$ cat src/hw/rtl/env_line_parser_unit_defines.svh
// Assertion helpers for the RTL.
`ifndef ENV_LINE_PARSER_UNIT_DEFINES_SVH
`define ENV_LINE_PARSER_UNIT_DEFINES_SVH

// Same-cycle implication, off while reset is asserted.
`define ENVLP_ASSERT_IMPL(lbl, clk, rst_n, ante, cons, msg) \
  lbl: assert property (@(posedge clk) disable iff (!rst_n) (ante) |-> (cons)) \
    else $error(msg);

// Next-cycle implication, off while reset is asserted.
`define ENVLP_ASSERT_NEXT(lbl, clk, rst_n, ante, cons, msg) \
  lbl: assert property (@(posedge clk) disable iff (!rst_n) (ante) |=> (cons)) \
    else $error(msg);

`endif

$ cat src/hw/rtl/envlp_pkg.sv
package envlp_pkg;

  localparam int unsigned LINE_COUNT_WIDTH = 16;
  localparam int unsigned LINE_NUM_W       = 16;
  localparam int unsigned BYTE_W           = 8;
  localparam int unsigned KIND_W           = 3;
  localparam int unsigned STATUS_W         = 2;
  // m tdata: line_number, status, zero pad to whole bytes
  localparam int unsigned M_TDATA_W        = ((LINE_NUM_W + STATUS_W + 7) / 8) * 8;

  localparam logic [BYTE_W-1:0] CH_NUL   = 8'h00;
  localparam logic [BYTE_W-1:0] CH_HASH  = 8'h23;
  localparam logic [BYTE_W-1:0] CH_SPACE = 8'h20;
  localparam logic [BYTE_W-1:0] CH_TAB   = 8'h09;
  localparam logic [BYTE_W-1:0] CH_LF    = 8'h0A;
  localparam logic [BYTE_W-1:0] CH_CR    = 8'h0D;

  typedef enum logic [6:0] {
    PH_LINE_START = 7'b0000001,
    PH_COMMENT    = 7'b0000010,
    PH_AFTER_CR   = 7'b0000100,
    PH_NAME       = 7'b0001000,
    PH_VALUE_1ST  = 7'b0010000,
    PH_VALUE      = 7'b0100000,
    PH_ERROR      = 7'b1000000
  } phase_e;

  typedef enum logic [KIND_W-1:0] {
    KIND_SKIP  = 3'd0,
    KIND_NAME  = 3'd1,
    KIND_SEP   = 3'd2,
    KIND_VALUE = 3'd3,
    KIND_END   = 3'd4
  } kind_e;

  typedef enum logic [STATUS_W-1:0] {
    STATUS_OK      = 2'd0,
    STATUS_NO_SEP  = 2'd1,
    STATUS_NO_VAL  = 2'd2
  } status_e;

  // Per-byte decision from the classifier
  typedef struct packed {
    phase_e  phase_nxt;
    status_e status;    // includes an error raised by this byte
    kind_e   kind;
    logic    fin;       // terminating zero: state returns to reset
    logic    inc_rep;   // reported line is the incremented count
    logic    inc_nxt;   // stored count advances
  } cls_t;

endpackage

$ cat src/hw/rtl/envlp_classify.sv
module envlp_classify (
  input  envlp_pkg::phase_e              phase_i,
  input  envlp_pkg::status_e             status_i,
  input  logic [envlp_pkg::BYTE_W-1:0]   byte_i,
  output envlp_pkg::cls_t                cls_o
);

  envlp_pkg::phase_e ph;
  logic              is_blank;
  logic              is_eol;

  assign is_blank = (byte_i == envlp_pkg::CH_SPACE) || (byte_i == envlp_pkg::CH_TAB);
  assign is_eol   = (byte_i == envlp_pkg::CH_CR) || (byte_i == envlp_pkg::CH_LF);

  always_comb begin
    ph              = phase_i;
    cls_o.phase_nxt = phase_i;
    cls_o.status    = status_i;
    cls_o.kind      = envlp_pkg::KIND_SKIP;
    cls_o.fin       = 1'b0;
    cls_o.inc_rep   = 1'b0;
    cls_o.inc_nxt   = 1'b0;

    if (phase_i == envlp_pkg::PH_AFTER_CR && byte_i == envlp_pkg::CH_LF) begin
      // LF of a CR LF pair still belongs to the old line
      cls_o.inc_nxt   = 1'b1;
      cls_o.phase_nxt = envlp_pkg::PH_LINE_START;
    end else begin
      if (phase_i == envlp_pkg::PH_AFTER_CR) begin
        cls_o.inc_rep = 1'b1;
        cls_o.inc_nxt = 1'b1;
        ph            = envlp_pkg::PH_LINE_START;
      end

      if (byte_i == envlp_pkg::CH_NUL) begin
        cls_o.fin       = 1'b1;
        cls_o.phase_nxt = envlp_pkg::PH_LINE_START;
        if (ph == envlp_pkg::PH_NAME) begin
          cls_o.status = envlp_pkg::STATUS_NO_SEP;
        end else if (ph == envlp_pkg::PH_VALUE_1ST) begin
          cls_o.status = envlp_pkg::STATUS_NO_VAL;
        end else if (ph == envlp_pkg::PH_VALUE) begin
          cls_o.kind = envlp_pkg::KIND_END;
        end
      end else begin
        cls_o.phase_nxt = ph;
        unique case (ph)
          envlp_pkg::PH_COMMENT: begin
            if (byte_i == envlp_pkg::CH_CR) begin
              cls_o.phase_nxt = envlp_pkg::PH_AFTER_CR;
            end else if (byte_i == envlp_pkg::CH_LF) begin
              cls_o.inc_nxt   = 1'b1;
              cls_o.phase_nxt = envlp_pkg::PH_LINE_START;
            end
          end
          envlp_pkg::PH_NAME: begin
            if (is_blank) begin
              cls_o.kind      = envlp_pkg::KIND_SEP;
              cls_o.phase_nxt = envlp_pkg::PH_VALUE_1ST;
            end else if (is_eol) begin
              cls_o.status    = envlp_pkg::STATUS_NO_SEP;
              cls_o.phase_nxt = envlp_pkg::PH_ERROR;
            end else begin
              cls_o.kind = envlp_pkg::KIND_NAME;
            end
          end
          envlp_pkg::PH_VALUE_1ST: begin
            if (is_eol) begin
              cls_o.status    = envlp_pkg::STATUS_NO_VAL;
              cls_o.phase_nxt = envlp_pkg::PH_ERROR;
            end else begin
              cls_o.kind      = envlp_pkg::KIND_VALUE;
              cls_o.phase_nxt = envlp_pkg::PH_VALUE;
            end
          end
          envlp_pkg::PH_VALUE: begin
            if (byte_i == envlp_pkg::CH_CR) begin
              cls_o.kind      = envlp_pkg::KIND_END;
              cls_o.phase_nxt = envlp_pkg::PH_AFTER_CR;
            end else if (byte_i == envlp_pkg::CH_LF) begin
              cls_o.kind      = envlp_pkg::KIND_END;
              cls_o.inc_nxt   = 1'b1;
              cls_o.phase_nxt = envlp_pkg::PH_LINE_START;
            end else begin
              cls_o.kind = envlp_pkg::KIND_VALUE;
            end
          end
          envlp_pkg::PH_ERROR: begin
            cls_o.phase_nxt = envlp_pkg::PH_ERROR;
          end
          default: begin
            // line start, and any illegal phase code
            if (byte_i == envlp_pkg::CH_HASH) begin
              cls_o.phase_nxt = envlp_pkg::PH_COMMENT;
            end else if (byte_i == envlp_pkg::CH_CR) begin
              cls_o.phase_nxt = envlp_pkg::PH_AFTER_CR;
            end else if (byte_i == envlp_pkg::CH_LF) begin
              cls_o.inc_nxt   = 1'b1;
              cls_o.phase_nxt = envlp_pkg::PH_LINE_START;
            end else if (is_blank) begin
              cls_o.kind      = envlp_pkg::KIND_SEP;
              cls_o.phase_nxt = envlp_pkg::PH_VALUE_1ST;
            end else begin
              cls_o.kind      = envlp_pkg::KIND_NAME;
              cls_o.phase_nxt = envlp_pkg::PH_NAME;
            end
          end
        endcase
      end
    end
  end

endmodule

$ cat src/hw/rtl/env_line_parser_unit.sv
// Byte-stream classifier for name/value environment text. One text byte per
// transaction on s_axis; each byte gives exactly one result on m_axis with its
// kind in tuser, the line number and sticky status in tdata, and tlast set on
// the terminating zero byte, which also returns the parser to its reset state.
// Throughput is one byte per clock while the output is not stalled: the byte is
// registered, classified combinationally against the parse state and written
// to the result register, and back-pressure stalls both stages together. The line count
// is LINE_COUNT_WIDTH bits and saturates; the reported number stops at 65535.
`include "env_line_parser_unit_defines.svh"

module env_line_parser_unit #(
  parameter int unsigned LINE_COUNT_WIDTH = envlp_pkg::LINE_COUNT_WIDTH
) (
  input  logic                             clk_i,
  input  logic                             rst_ni,
  input  logic                             s_axis_tvalid,
  output logic                             s_axis_tready,
  input  logic [envlp_pkg::BYTE_W-1:0]     s_axis_tdata,   // [7:0] text_byte
  output logic                             m_axis_tvalid,
  input  logic                             m_axis_tready,
  output logic [envlp_pkg::M_TDATA_W-1:0]  m_axis_tdata,   // [15:0] line_number,
                                                           // [17:16] status, rest 0
  output logic [envlp_pkg::KIND_W-1:0]     m_axis_tuser,   // [2:0] kind
  output logic                             m_axis_tlast    // finished
);

  localparam int unsigned NumW = envlp_pkg::LINE_NUM_W;
  localparam int unsigned PadW = envlp_pkg::M_TDATA_W - NumW - envlp_pkg::STATUS_W;

  // input stage
  logic                          in_valid_q;
  logic [envlp_pkg::BYTE_W-1:0]  in_byte_q;

  // parse state
  envlp_pkg::phase_e             phase_q, phase_d;
  logic [LINE_COUNT_WIDTH-1:0]   count_q, count_d;
  envlp_pkg::status_e            status_q, status_d;

  // result register
  logic                          out_valid_q;
  logic [NumW-1:0]               out_line_q;
  envlp_pkg::status_e            out_status_q;
  envlp_pkg::kind_e              out_kind_q;
  logic                          out_fin_q;

  envlp_pkg::cls_t               cls;
  logic                          out_free;
  logic                          load;
  logic [LINE_COUNT_WIDTH-1:0]   count_inc;
  logic [LINE_COUNT_WIDTH-1:0]   count_rep;
  logic [NumW-1:0]               line_rep;

  assign out_free      = !out_valid_q || m_axis_tready;
  assign s_axis_tready = !in_valid_q || out_free;
  assign load          = in_valid_q && out_free;

  envlp_classify u_classify (
    .phase_i  (phase_q),
    .status_i (status_q),
    .byte_i   (in_byte_q),
    .cls_o    (cls)
  );

  assign count_inc = (count_q == {LINE_COUNT_WIDTH{1'b1}}) ? count_q
                                                           : count_q + 1'b1;
  assign count_rep = cls.inc_rep ? count_inc : count_q;

  generate
    if (LINE_COUNT_WIDTH > NumW) begin : g_sat
      assign line_rep = (|count_rep[LINE_COUNT_WIDTH-1:NumW]) ? {NumW{1'b1}}
                                                              : count_rep[NumW-1:0];
    end else begin : g_ext
      assign line_rep = NumW'(count_rep);
    end
  endgenerate

  always_comb begin
    phase_d  = cls.phase_nxt;
    status_d = cls.fin ? envlp_pkg::STATUS_OK : cls.status;
    if (cls.fin) begin
      count_d = LINE_COUNT_WIDTH'(1);
    end else if (cls.inc_nxt) begin
      count_d = count_inc;
    end else begin
      count_d = count_q;
    end
  end

  always_ff @(posedge clk_i or negedge rst_ni) begin
    if (!rst_ni) begin
      in_valid_q  <= 1'b0;
      out_valid_q <= 1'b0;
      phase_q     <= envlp_pkg::PH_LINE_START;
      count_q     <= LINE_COUNT_WIDTH'(1);
      status_q    <= envlp_pkg::STATUS_OK;
    end else begin
      if (s_axis_tready) begin
        in_valid_q <= s_axis_tvalid;
      end
      if (out_free) begin
        out_valid_q <= in_valid_q;
      end
      if (load) begin
        phase_q  <= phase_d;
        count_q  <= count_d;
        status_q <= status_d;
      end
    end
  end

  always_ff @(posedge clk_i) begin
    if (s_axis_tvalid && s_axis_tready) begin
      in_byte_q <= s_axis_tdata;
    end
    if (load) begin
      out_line_q   <= line_rep;
      out_status_q <= cls.status;
      out_kind_q   <= cls.kind;
      out_fin_q    <= cls.fin;
    end
  end

  assign m_axis_tvalid = out_valid_q;
  assign m_axis_tdata  = {{PadW{1'b0}}, out_status_q, out_line_q};
  assign m_axis_tuser  = out_kind_q;
  assign m_axis_tlast  = out_fin_q;

  `ENVLP_ASSERT_IMPL(a_err_parks, clk_i, rst_ni, status_q != envlp_pkg::STATUS_OK, phase_q == envlp_pkg::PH_ERROR, "stored error outside error phase")
  `ENVLP_ASSERT_IMPL(a_err_skips, clk_i, rst_ni, out_valid_q && out_status_q != envlp_pkg::STATUS_OK, out_kind_q == envlp_pkg::KIND_SKIP, "byte classified while in error")
  `ENVLP_ASSERT_IMPL(a_fin_kind, clk_i, rst_ni, out_valid_q && out_fin_q, out_kind_q == envlp_pkg::KIND_SKIP || out_kind_q == envlp_pkg::KIND_END, "bad kind on buffer end")
  `ENVLP_ASSERT_NEXT(a_fin_reset, clk_i, rst_ni, load && cls.fin, phase_q == envlp_pkg::PH_LINE_START && count_q == LINE_COUNT_WIDTH'(1) && status_q == envlp_pkg::STATUS_OK, "state not reset after buffer end")

endmodule

$ cat config.mk
export PLATFORM = sky130hd
export DESIGN_NAME = env_line_parser_unit
export DESIGN_NICKNAME = d
export VERILOG_FILES = /design/src/hw/rtl/envlp_pkg.sv /design/src/hw/rtl/envlp_classify.sv /design/src/hw/rtl/env_line_parser_unit.sv
export VERILOG_INCLUDE_DIRS = /design/src /design/src/hw/rtl
export SDC_FILE = /design/constraint.sdc
export NUM_CORES = 1
export LEC_CHECK = 0
export ABC_AREA = 1
export BUFFER_PORTS_ARGS = -buffer_cell sky130_fd_sc_hd__buf_2
export CAP_MARGIN = 40
export CORE_MARGIN = 1.5
export CORE_UTILIZATION = 40
export DETAILED_ROUTE_END_ITERATION = 12
export HOLD_SLACK_MARGIN = 0.1
export PLACE_DENSITY = 0.63
export SETUP_SLACK_MARGIN = 0.15
export SLEW_MARGIN = 15
export SYNTH_ARGS = -nofsm -noshare
export SYNTH_HDL_FRONTEND = slang
export SYNTH_SLANG_ARGS = --single-unit
$ cat constraint.sdc
create_clock -name clk_i -period 3.5 [get_ports clk_i]
set_input_delay 0.175 -clock clk_i [delete_from_list [all_inputs] [get_ports clk_i]]
set_output_delay 0.175 -clock clk_i [all_outputs]
set_load 0.01 [all_outputs]
==> run summary, run 1 <==
The effective utilization at floorplan is 0.414. The fraction of met3 tracks used by global routing came out at 0.0484. The final number of max-transition violations came out at 0. CTS saw 57 sinks.

The via count of the first global-routing pass is between 2000 and 2500. The worst-skew pair later-pin latency is roughly 0.34 ns. In the final routed layout, each cell accounts on average for approximately 12 um. Summed over all failing endpoints, the final setup total negative slack is 0 ns. The clock passes through at most 2 buffers. After clock tree synthesis, the clock-pin slew on the worst setup and hold paths is 0.07 ns. The number of inserted diodes came out at 0. The total area inside the core boundary comes to a little under 8000 um^2.

The number of distinct standard cells referenced by the synthesized netlist is 33. Of all nets on the critical path, the largest fanout is 19. The number of buffers and inverters on the critical path is 0.

Buffers inserted during clock tree synthesis total 9. The layout net count is roughly 460. The CTS tree is yes. In this run the tightest slew margin relative to its limit is 0.550. The layout cell share with drive strength beyond 1 came out at 0.188. Setup violations remaining at the end of the flow were counted as 0.

The die footprint came out at between 8000 and 9000 um^2. The kind of cell adding the most delay to the critical path is simple AND/OR/NAND/NOR gates. The endpoint required time on the critical path is roughly 3.6 ns.

In this run the static leakage power is 0.00179 uW. The kind of capture point of the worst setup path is a flip-flop. The flow ran to the end, and the final reports show no timing, DRC or antenna violations. The number of rows created at floorplan is 32. The register-to-register setup slack came out at about 1.4 ns. In the layout the commonest cells are nand2_1, nand3_1, nor2_1, buf_2, inv_1. Entering global routing, the biggest net connects 31 pins. The global-route congestion overflow total is 0. The path class of the tightest hold or removal check is input port to asynchronous set/reset pin. In this run, synthesis produced a sequential element count of between 50 and 60. The power density over cell area came out at roughly 500 nW/um^2. The global routing usage on met2 came out at 0.267.

The first-pass iteration count of the detailed router is 5. The final critical path time including I/O delays and setup came out at between 2 and 2.5 ns. The count of input and output buffers came out at 35.

The x dimension of the die came out at about 92 um. The first-pass GRT wire length is 11600 um. Static timing analysis puts the maximum clock frequency at roughly 470 MHz. Across every metal layer, demand over resource in global routing totals 0.174. The netlist area before placement came out at roughly 3200 um^2. STA classifies the critical path startpoint as a flip-flop. The global routing met1 resource utilization is 0.237. The die height came out at between 90 and 100 um. In this run the critical register-to-register path is captured at out_line_q[1]. The total length of routed wires is roughly 6700 um. The weighted congestion reported at the end of routability-driven placement came out at 0.863. The number of antenna violations at the first check in global routing came out at 0. The count of endpoints failing hold in the final timing report was 0. The number of routed nets with antenna violations is 0. During synthesis, Yosys emitted a total of 0 warnings. The slowest stage of the critical path belongs to the cell dfstp_2.

The signal on the critical path passes through ha_1 -> nand3_1 -> nor2_2 -> nand3_2 -> nor2_1 -> nor2_1 -> nand2_1 -> nand2_1. The transition time at the pin with the least slew margin is 0.676 ns. Compared with the post-synthesis result, the final layout area differs by 17.6%. The path depth of the worst reg2reg path came out at 8. The average cell area after synthesis is ~8 um^2.

The launching point of the worst reg2reg path is count_q[0]. The half-perimeter wire length after detailed placement is between 4000 and 5000 um. The cell count after synthesis came out at 398. The part of the Yosys area used for sequential elements came out at 0.494. The kind of critical path is flip-flop to flip-flop. After global routing, the most crowded layer is met2. Clock tree synthesis selected as its root buffer the cell clkbuf_8. The count of boundary I/O pins came out at 42. The number of DRC violations after detailed routing is 0. Setup repair after global routing left no endpoint under its margin.

The critical path's largest stage delay came out at between 0.5 and 0.6 ns. The per-cell via count in the routed design is 4.86. Data arrives at the worst endpoint at about 2.2 ns. The worst IR drop on VDD is 248 uV. The H-tree was split into 3 levels. The number of vias after detailed routing came out at ~2700.

The clock skew is around 0.014 ns. The completed layout was analyzed and its total power is between 1500 and 2000 uW. In this run, the number of DRC markers left after iteration 0 of detailed routing was between 150 and 200.

Fill cells in the final layout number 763. The share of the clock period used by the worst path is 0.610. The tool flagged a number of max-cap violations equal to 0. The number of gates resized after cts is 0. The most common library cell in the layout ignoring fill and taps is nand2_1.
==> metal layers <==
layer  up-vias  wire (um)  share of wire
met2        86       2930           0.44
met4         0         30         0.0045
met5         -          0              0
met1      1211       3310           0.50
met3         4        395          0.059
li1       1395          -              -
==> Yosys cell counts <==
library cell / number / area [um^2]
conb_1: 1 / 3.75
or2_2: 1 / 6.26
ha_1: 1 / 12.5
xor2_1: 9 / 78.8
nand2_1: 116 / 435
nand4_1: 9 / 56.3
o21ai_1: 3 / 15.0
nor3_1: 10 / 50.1
buf_1: 1 / 3.75
a21oi_2: 1 / 8.76
inv_4: 1 / 6.26
o21bai_1: 1 / 7.51
nor2_4: 2 / 22.5
nand2_4: 2 / 22.5
a31oi_1: 6 / 37.5
inv_2: 14 / 52.6
dfrtp_1: 25 / 626
dfstp_2: 2 / 52.6
o21ai_0: 23 / 115
nand3_1: 41 / 205
nor3_2: 1 / 10.0
and2_1: 1 / 6.26
edfxtp_1: 30 / 901
buf_2: 5 / 25.0
nand4_2: 2 / 25.0
buf_4: 8 / 60.1
nand3_2: 3 / 30.0
nor2_1: 36 / 135
buf_6: 1 / 11.3
nor2_2: 5 / 31.3
inv_1: 34 / 128
a21boi_1: 1 / 7.51
a21oi_1: 2 / 10.0
==> cell families (layout without fill, tap and decap cells) <==
family                     count (synthesis)  in the layout  share of synthesized area
AOI/OAI and AO/OA                         37             37                     0.0630
xor gates and xnor gates                   9              9                     0.0246
adders and majority gates                  1              1                    0.00391
buffers and inverters                     64            114                     0.0896
DFF                                       57             57                      0.494
other                                      1              6                    0.00117
and+or+nand+nor                          229            229                      0.324
==> layout make-up <==
class	count	area, um^2	share of cell area
Timing Repair Buffer	49	312	0.0828
Inverter	49	186	0.0496
Clock buffer	12	135	0.0359
Clock inverter	4	70.1	0.0186
Multi-Input combinational cell	282	1350	0.359
Sequential cell	57	1580	0.420
Tap cell	102	128	0.0339
==> flip-flops by register name, summed over array words and instances (netlist names) <==
register	flops
in_valid_q	1
count_q	16
out_line_q	16
phase_q	7
m_axis_tlast	1
m_axis_tvalid	1
out_status_q	2
status_q	2
m_axis_tuser	3
in_byte_q	8
==> report_power, final <==
| group | switching [uW] | internal (uW) | total, uW |
|---|---|---|---|
| combinational | 261 | 137 | 397 |
| sequential | 44.1 | 806 | 850 |
| clock | 252 | 399 | 651 |
==> per-stage QoR <==
step           instance area (um^2)  cells  hold slack, ns  setup WS (ns)   util
2_1_floorplan                  3220    403          -0.121           1.47      -
3_3_place_gp                   3430    527           0.249           1.40  0.444
3_5_place_dp                   3450    528           0.250           1.39  0.446
4_1_cts                        3760    555           0.424           1.38  0.487
5_1_grt                        3760    555           0.485           1.19  0.487
6_report                       3760    555           0.395           1.37  0.487
==> what timing repair did <==
item                      4_1_cts  5_1_grt
hold buffers                   11        0
setup buffers                   0        0
hold endpoints to repair       35        0
==> worst max path at each step <==
stage                        from       endpoint  slack [ns]  cells past startpoint
floorplan           m_axis_tvalid   m_axis_tlast        1.47                      4
global placement       count_q[0]  out_line_q[1]        1.40                      8
detailed placement     count_q[0]  out_line_q[1]        1.39                      8
CTS                    count_q[0]  out_line_q[1]        1.38                      8
global route           count_q[0]     count_q[1]        1.19                      9
finish                 count_q[0]  out_line_q[1]        1.37                      8
Note: power is estimated with default switching activity, not from simulation.
==> run 2, diff against run 1 <==
clock period = 2.2 ns   (was 3.5 ns; I/O delays follow)
==> run 2 against run 1 <==
  * Maximum frequency up 14%
  * Sequential power increased by 58%
  * Routed wire length increased by 4.1%
  * Utilization increased by 0.58 points
  * Non-clock buffer count increased by 5
  * Critical path depth grew 2
  * Final cell count is 0.90% higher
  * Die area unchanged
  * Clock skew shrank 0.0025 ns
  * Worst setup slack worse by 1.0 ns
  * Critical endpoint is now count_q[8]
==> run summary, run 2 (synthesis results as in run 1) <==
The flow ran to the end, and the final reports show no timing, DRC or antenna violations. For this design, the sink count on the clock tree is 57. The endpoint required time on the critical path came out at between 2 and 2.5 ns. For flop-to-flop paths, the worst setup slack is about 0.34 ns. The fmax came out at 536 MHz.

The filler cell count in the final layout is between 700 and 800. STA classifies the critical path startpoint as a flip-flop. The longest clock path from root to sink contains 2 buffers. The number of antenna violations at the first check in global routing is 0. The count of maximum capacitance violations came out at 0. The tree is rooted in a clkbuf_8.

The most common library cell in the layout ignoring fill and taps is nand2_1. The setup path with the least slack is of type flip-flop to flip-flop. Detailed routing inserted a total of ~2700 vias. The CTS tree is yes.

The die is between 90 and 100 um wide. In this run the worst path has a maximum fanout of 17. The post-CTS setup buffer count came out at 0. The min-delay analysis places its worst path in the category input port to asynchronous set/reset pin. The core region area came out at about 7700 um^2. The via count of the first global-routing pass came out at 2443. The clock slew at the register clock pins of the worst setup and hold paths is approximately 0.07 ns. The worst register-to-register path begins at in_byte_q[2].

The count of input and output buffers is 35. The analysis attributes to cell leakage a power of around 0.0018 uW. Setup repair after global routing left no endpoint under its margin. The final non-filler cell area is between 3000 and 4000 um^2. The worst slew margin relative to its limit is 0.561. The clock skew is between 0.01 and 0.015 ns.

The die footprint came out at between 8000 and 9000 um^2. The worst IR drop on VDD is between 300 and 400 uV. The worst register-to-register path has a depth of 10. For this run, design rule violations remaining after detail routing come to 0. The area growth from synthesis to layout came out at 19.0%. 0 antenna diodes ended up in the layout.

The wire-length estimate of the detail-placed layout is 4970 um. The total length of routed wires is between 6000 and 7000 um. The library cells used most frequently in the layout, excluding fill and tap cells, are nand2_1, nand3_1, nor2_1, buf_2, inv_1. The number of H-tree branching levels came out at 3. The per-cell via count in the routed design came out at 4.86. The power density over cell area came out at between 700 and 800 nW/um^2.

The number of CTS-inserted buffers came out at 9. At the worst endpoint, the arrival time is 2.08 ns. The filler-free cell count of the finished design is 560.

The final-layout worst hold slack is ~0.34 ns. The die height is 92.4 um. The total cell area at the placement stage came out at ~3500 um^2. Adding up every negative setup slack in the final design gives 0 ns. The number of routed nets with antenna violations is 0. The total overflow left after global routing is 0. The worst path needs around 1.9 ns of the cycle, external delays included. The weighted congestion reported at the end of routability-driven placement came out at between 0.8 and 0.9. Across every metal layer, demand over resource in global routing totals 0.175.

The count of endpoints failing hold in the final timing report came out at 0. The post-placement cell count came out at about 530. The kind of capture point of the worst setup path is a flip-flop. The count of boundary I/O pins came out at 42.

The first-pass GRT wire length is roughly 11000 um. The first-pass iteration count of the detailed router came out at 5. The layout net count is between 400 and 500. Setup violations remaining at the end of the flow were counted as 0. The worst register-to-register path ends at count_q[8]. The largest registers in the layout are count_q (16), out_line_q (16), in_byte_q (8).

The effective utilization at floorplan is 0.414. The transition time at the pin with the least slew margin came out at 0.659 ns. The layout cell share with drive strength beyond 1 is 0.197.

The number of rows created at floorplan came out at 32. In the final routed layout, each cell accounts on average for about 12 um. The final cell utilization of the core came out at 0.493. The final number of max-transition violations came out at 0. The maximum number of pins on one net before global-route repair came out at 32. The later pin in the worst-skew pair is clocked with a latency of 0.34 ns.

The share of the clock period used by the worst path came out at 0.848. The initial detailed-routing violation count came out at 157.
[run 2: stage by stage]
stage                     worst slack, ns  total power, uW
final                               0.335             3040
after global routing                0.164             3210
after CTS                           0.287             3070
after detailed placement            0.303             2010
after global placement              0.332             1980
after floorplan                     0.170             1820
[run 2: how the worst max path moves through the flow]
| stage | to | cells past startpoint | start | slack (ns) |
|---|---|---|---|---|
| 6_report | count_q[8] | 10 | in_byte_q[2] | 0.34 |
| 5_1_grt | count_q[13] | 10 | in_byte_q[2] | 0.16 |
| 4_1_cts | out_line_q[14] | 10 | count_q[0] | 0.29 |
| 3_5_place_dp | out_line_q[14] | 10 | count_q[0] | 0.30 |
| 3_3_place_gp | out_line_q[14] | 10 | count_q[0] | 0.33 |
| 2_1_floorplan | m_axis_tlast | 4 | m_axis_tvalid | 0.17 |
[run 2: cell type report]
class                   instances  area, um^2  area share
flip-flops and latches         57        1580       0.415
clock inverters                 4        68.8      0.0181
inverters                      49         186      0.0490
multi-input cells             282        1360       0.358
repair buffers                 54         348      0.0914
clock buffers                  12         135      0.0355
well taps                     102         128      0.0335
[run 2: where the power goes]
part	switching [uW]	total [uW]	leakage (uW)	internal, uW
clock	404	1040	0.000102	633
combinational	430	660	0.00105	230
sequential	62.7	1340	0.000657	1280
[run 2: routing by layer]
| layer | up-vias | global-route usage | share of wire |
|---|---|---|---|
| met5 | - | 0 | 0 |
| met4 | 0 | 0.0705 | 0.011 |
| met3 | 6 | 0.0419 | 0.056 |
| met2 | 63 | 0.271 | 0.44 |
| met1 | 1248 | 0.235 | 0.49 |
| li1 | 1402 | - | - |
[run 2: repair_timing]
action | in CTS | in global routing
setup endpoints to repair | 0 | 2
hold buffers | 12 | 0
endpoints found under the hold margin | 35 | 0
resized for setup | 0 | 3
[run 2: worst max-delay path: stages (launching register included)]
cell and delay (ns):
edfxtp_1 0.42, nor2_2 0.16, nand3_2 0.11, nor2_4 0.26, inv_4 0.11, nand2_1 0.10
a21oi_2 0.05, nand2_4 0.19, nand2_4 0.18, nand2_1 0.11, nand2_1 0.05
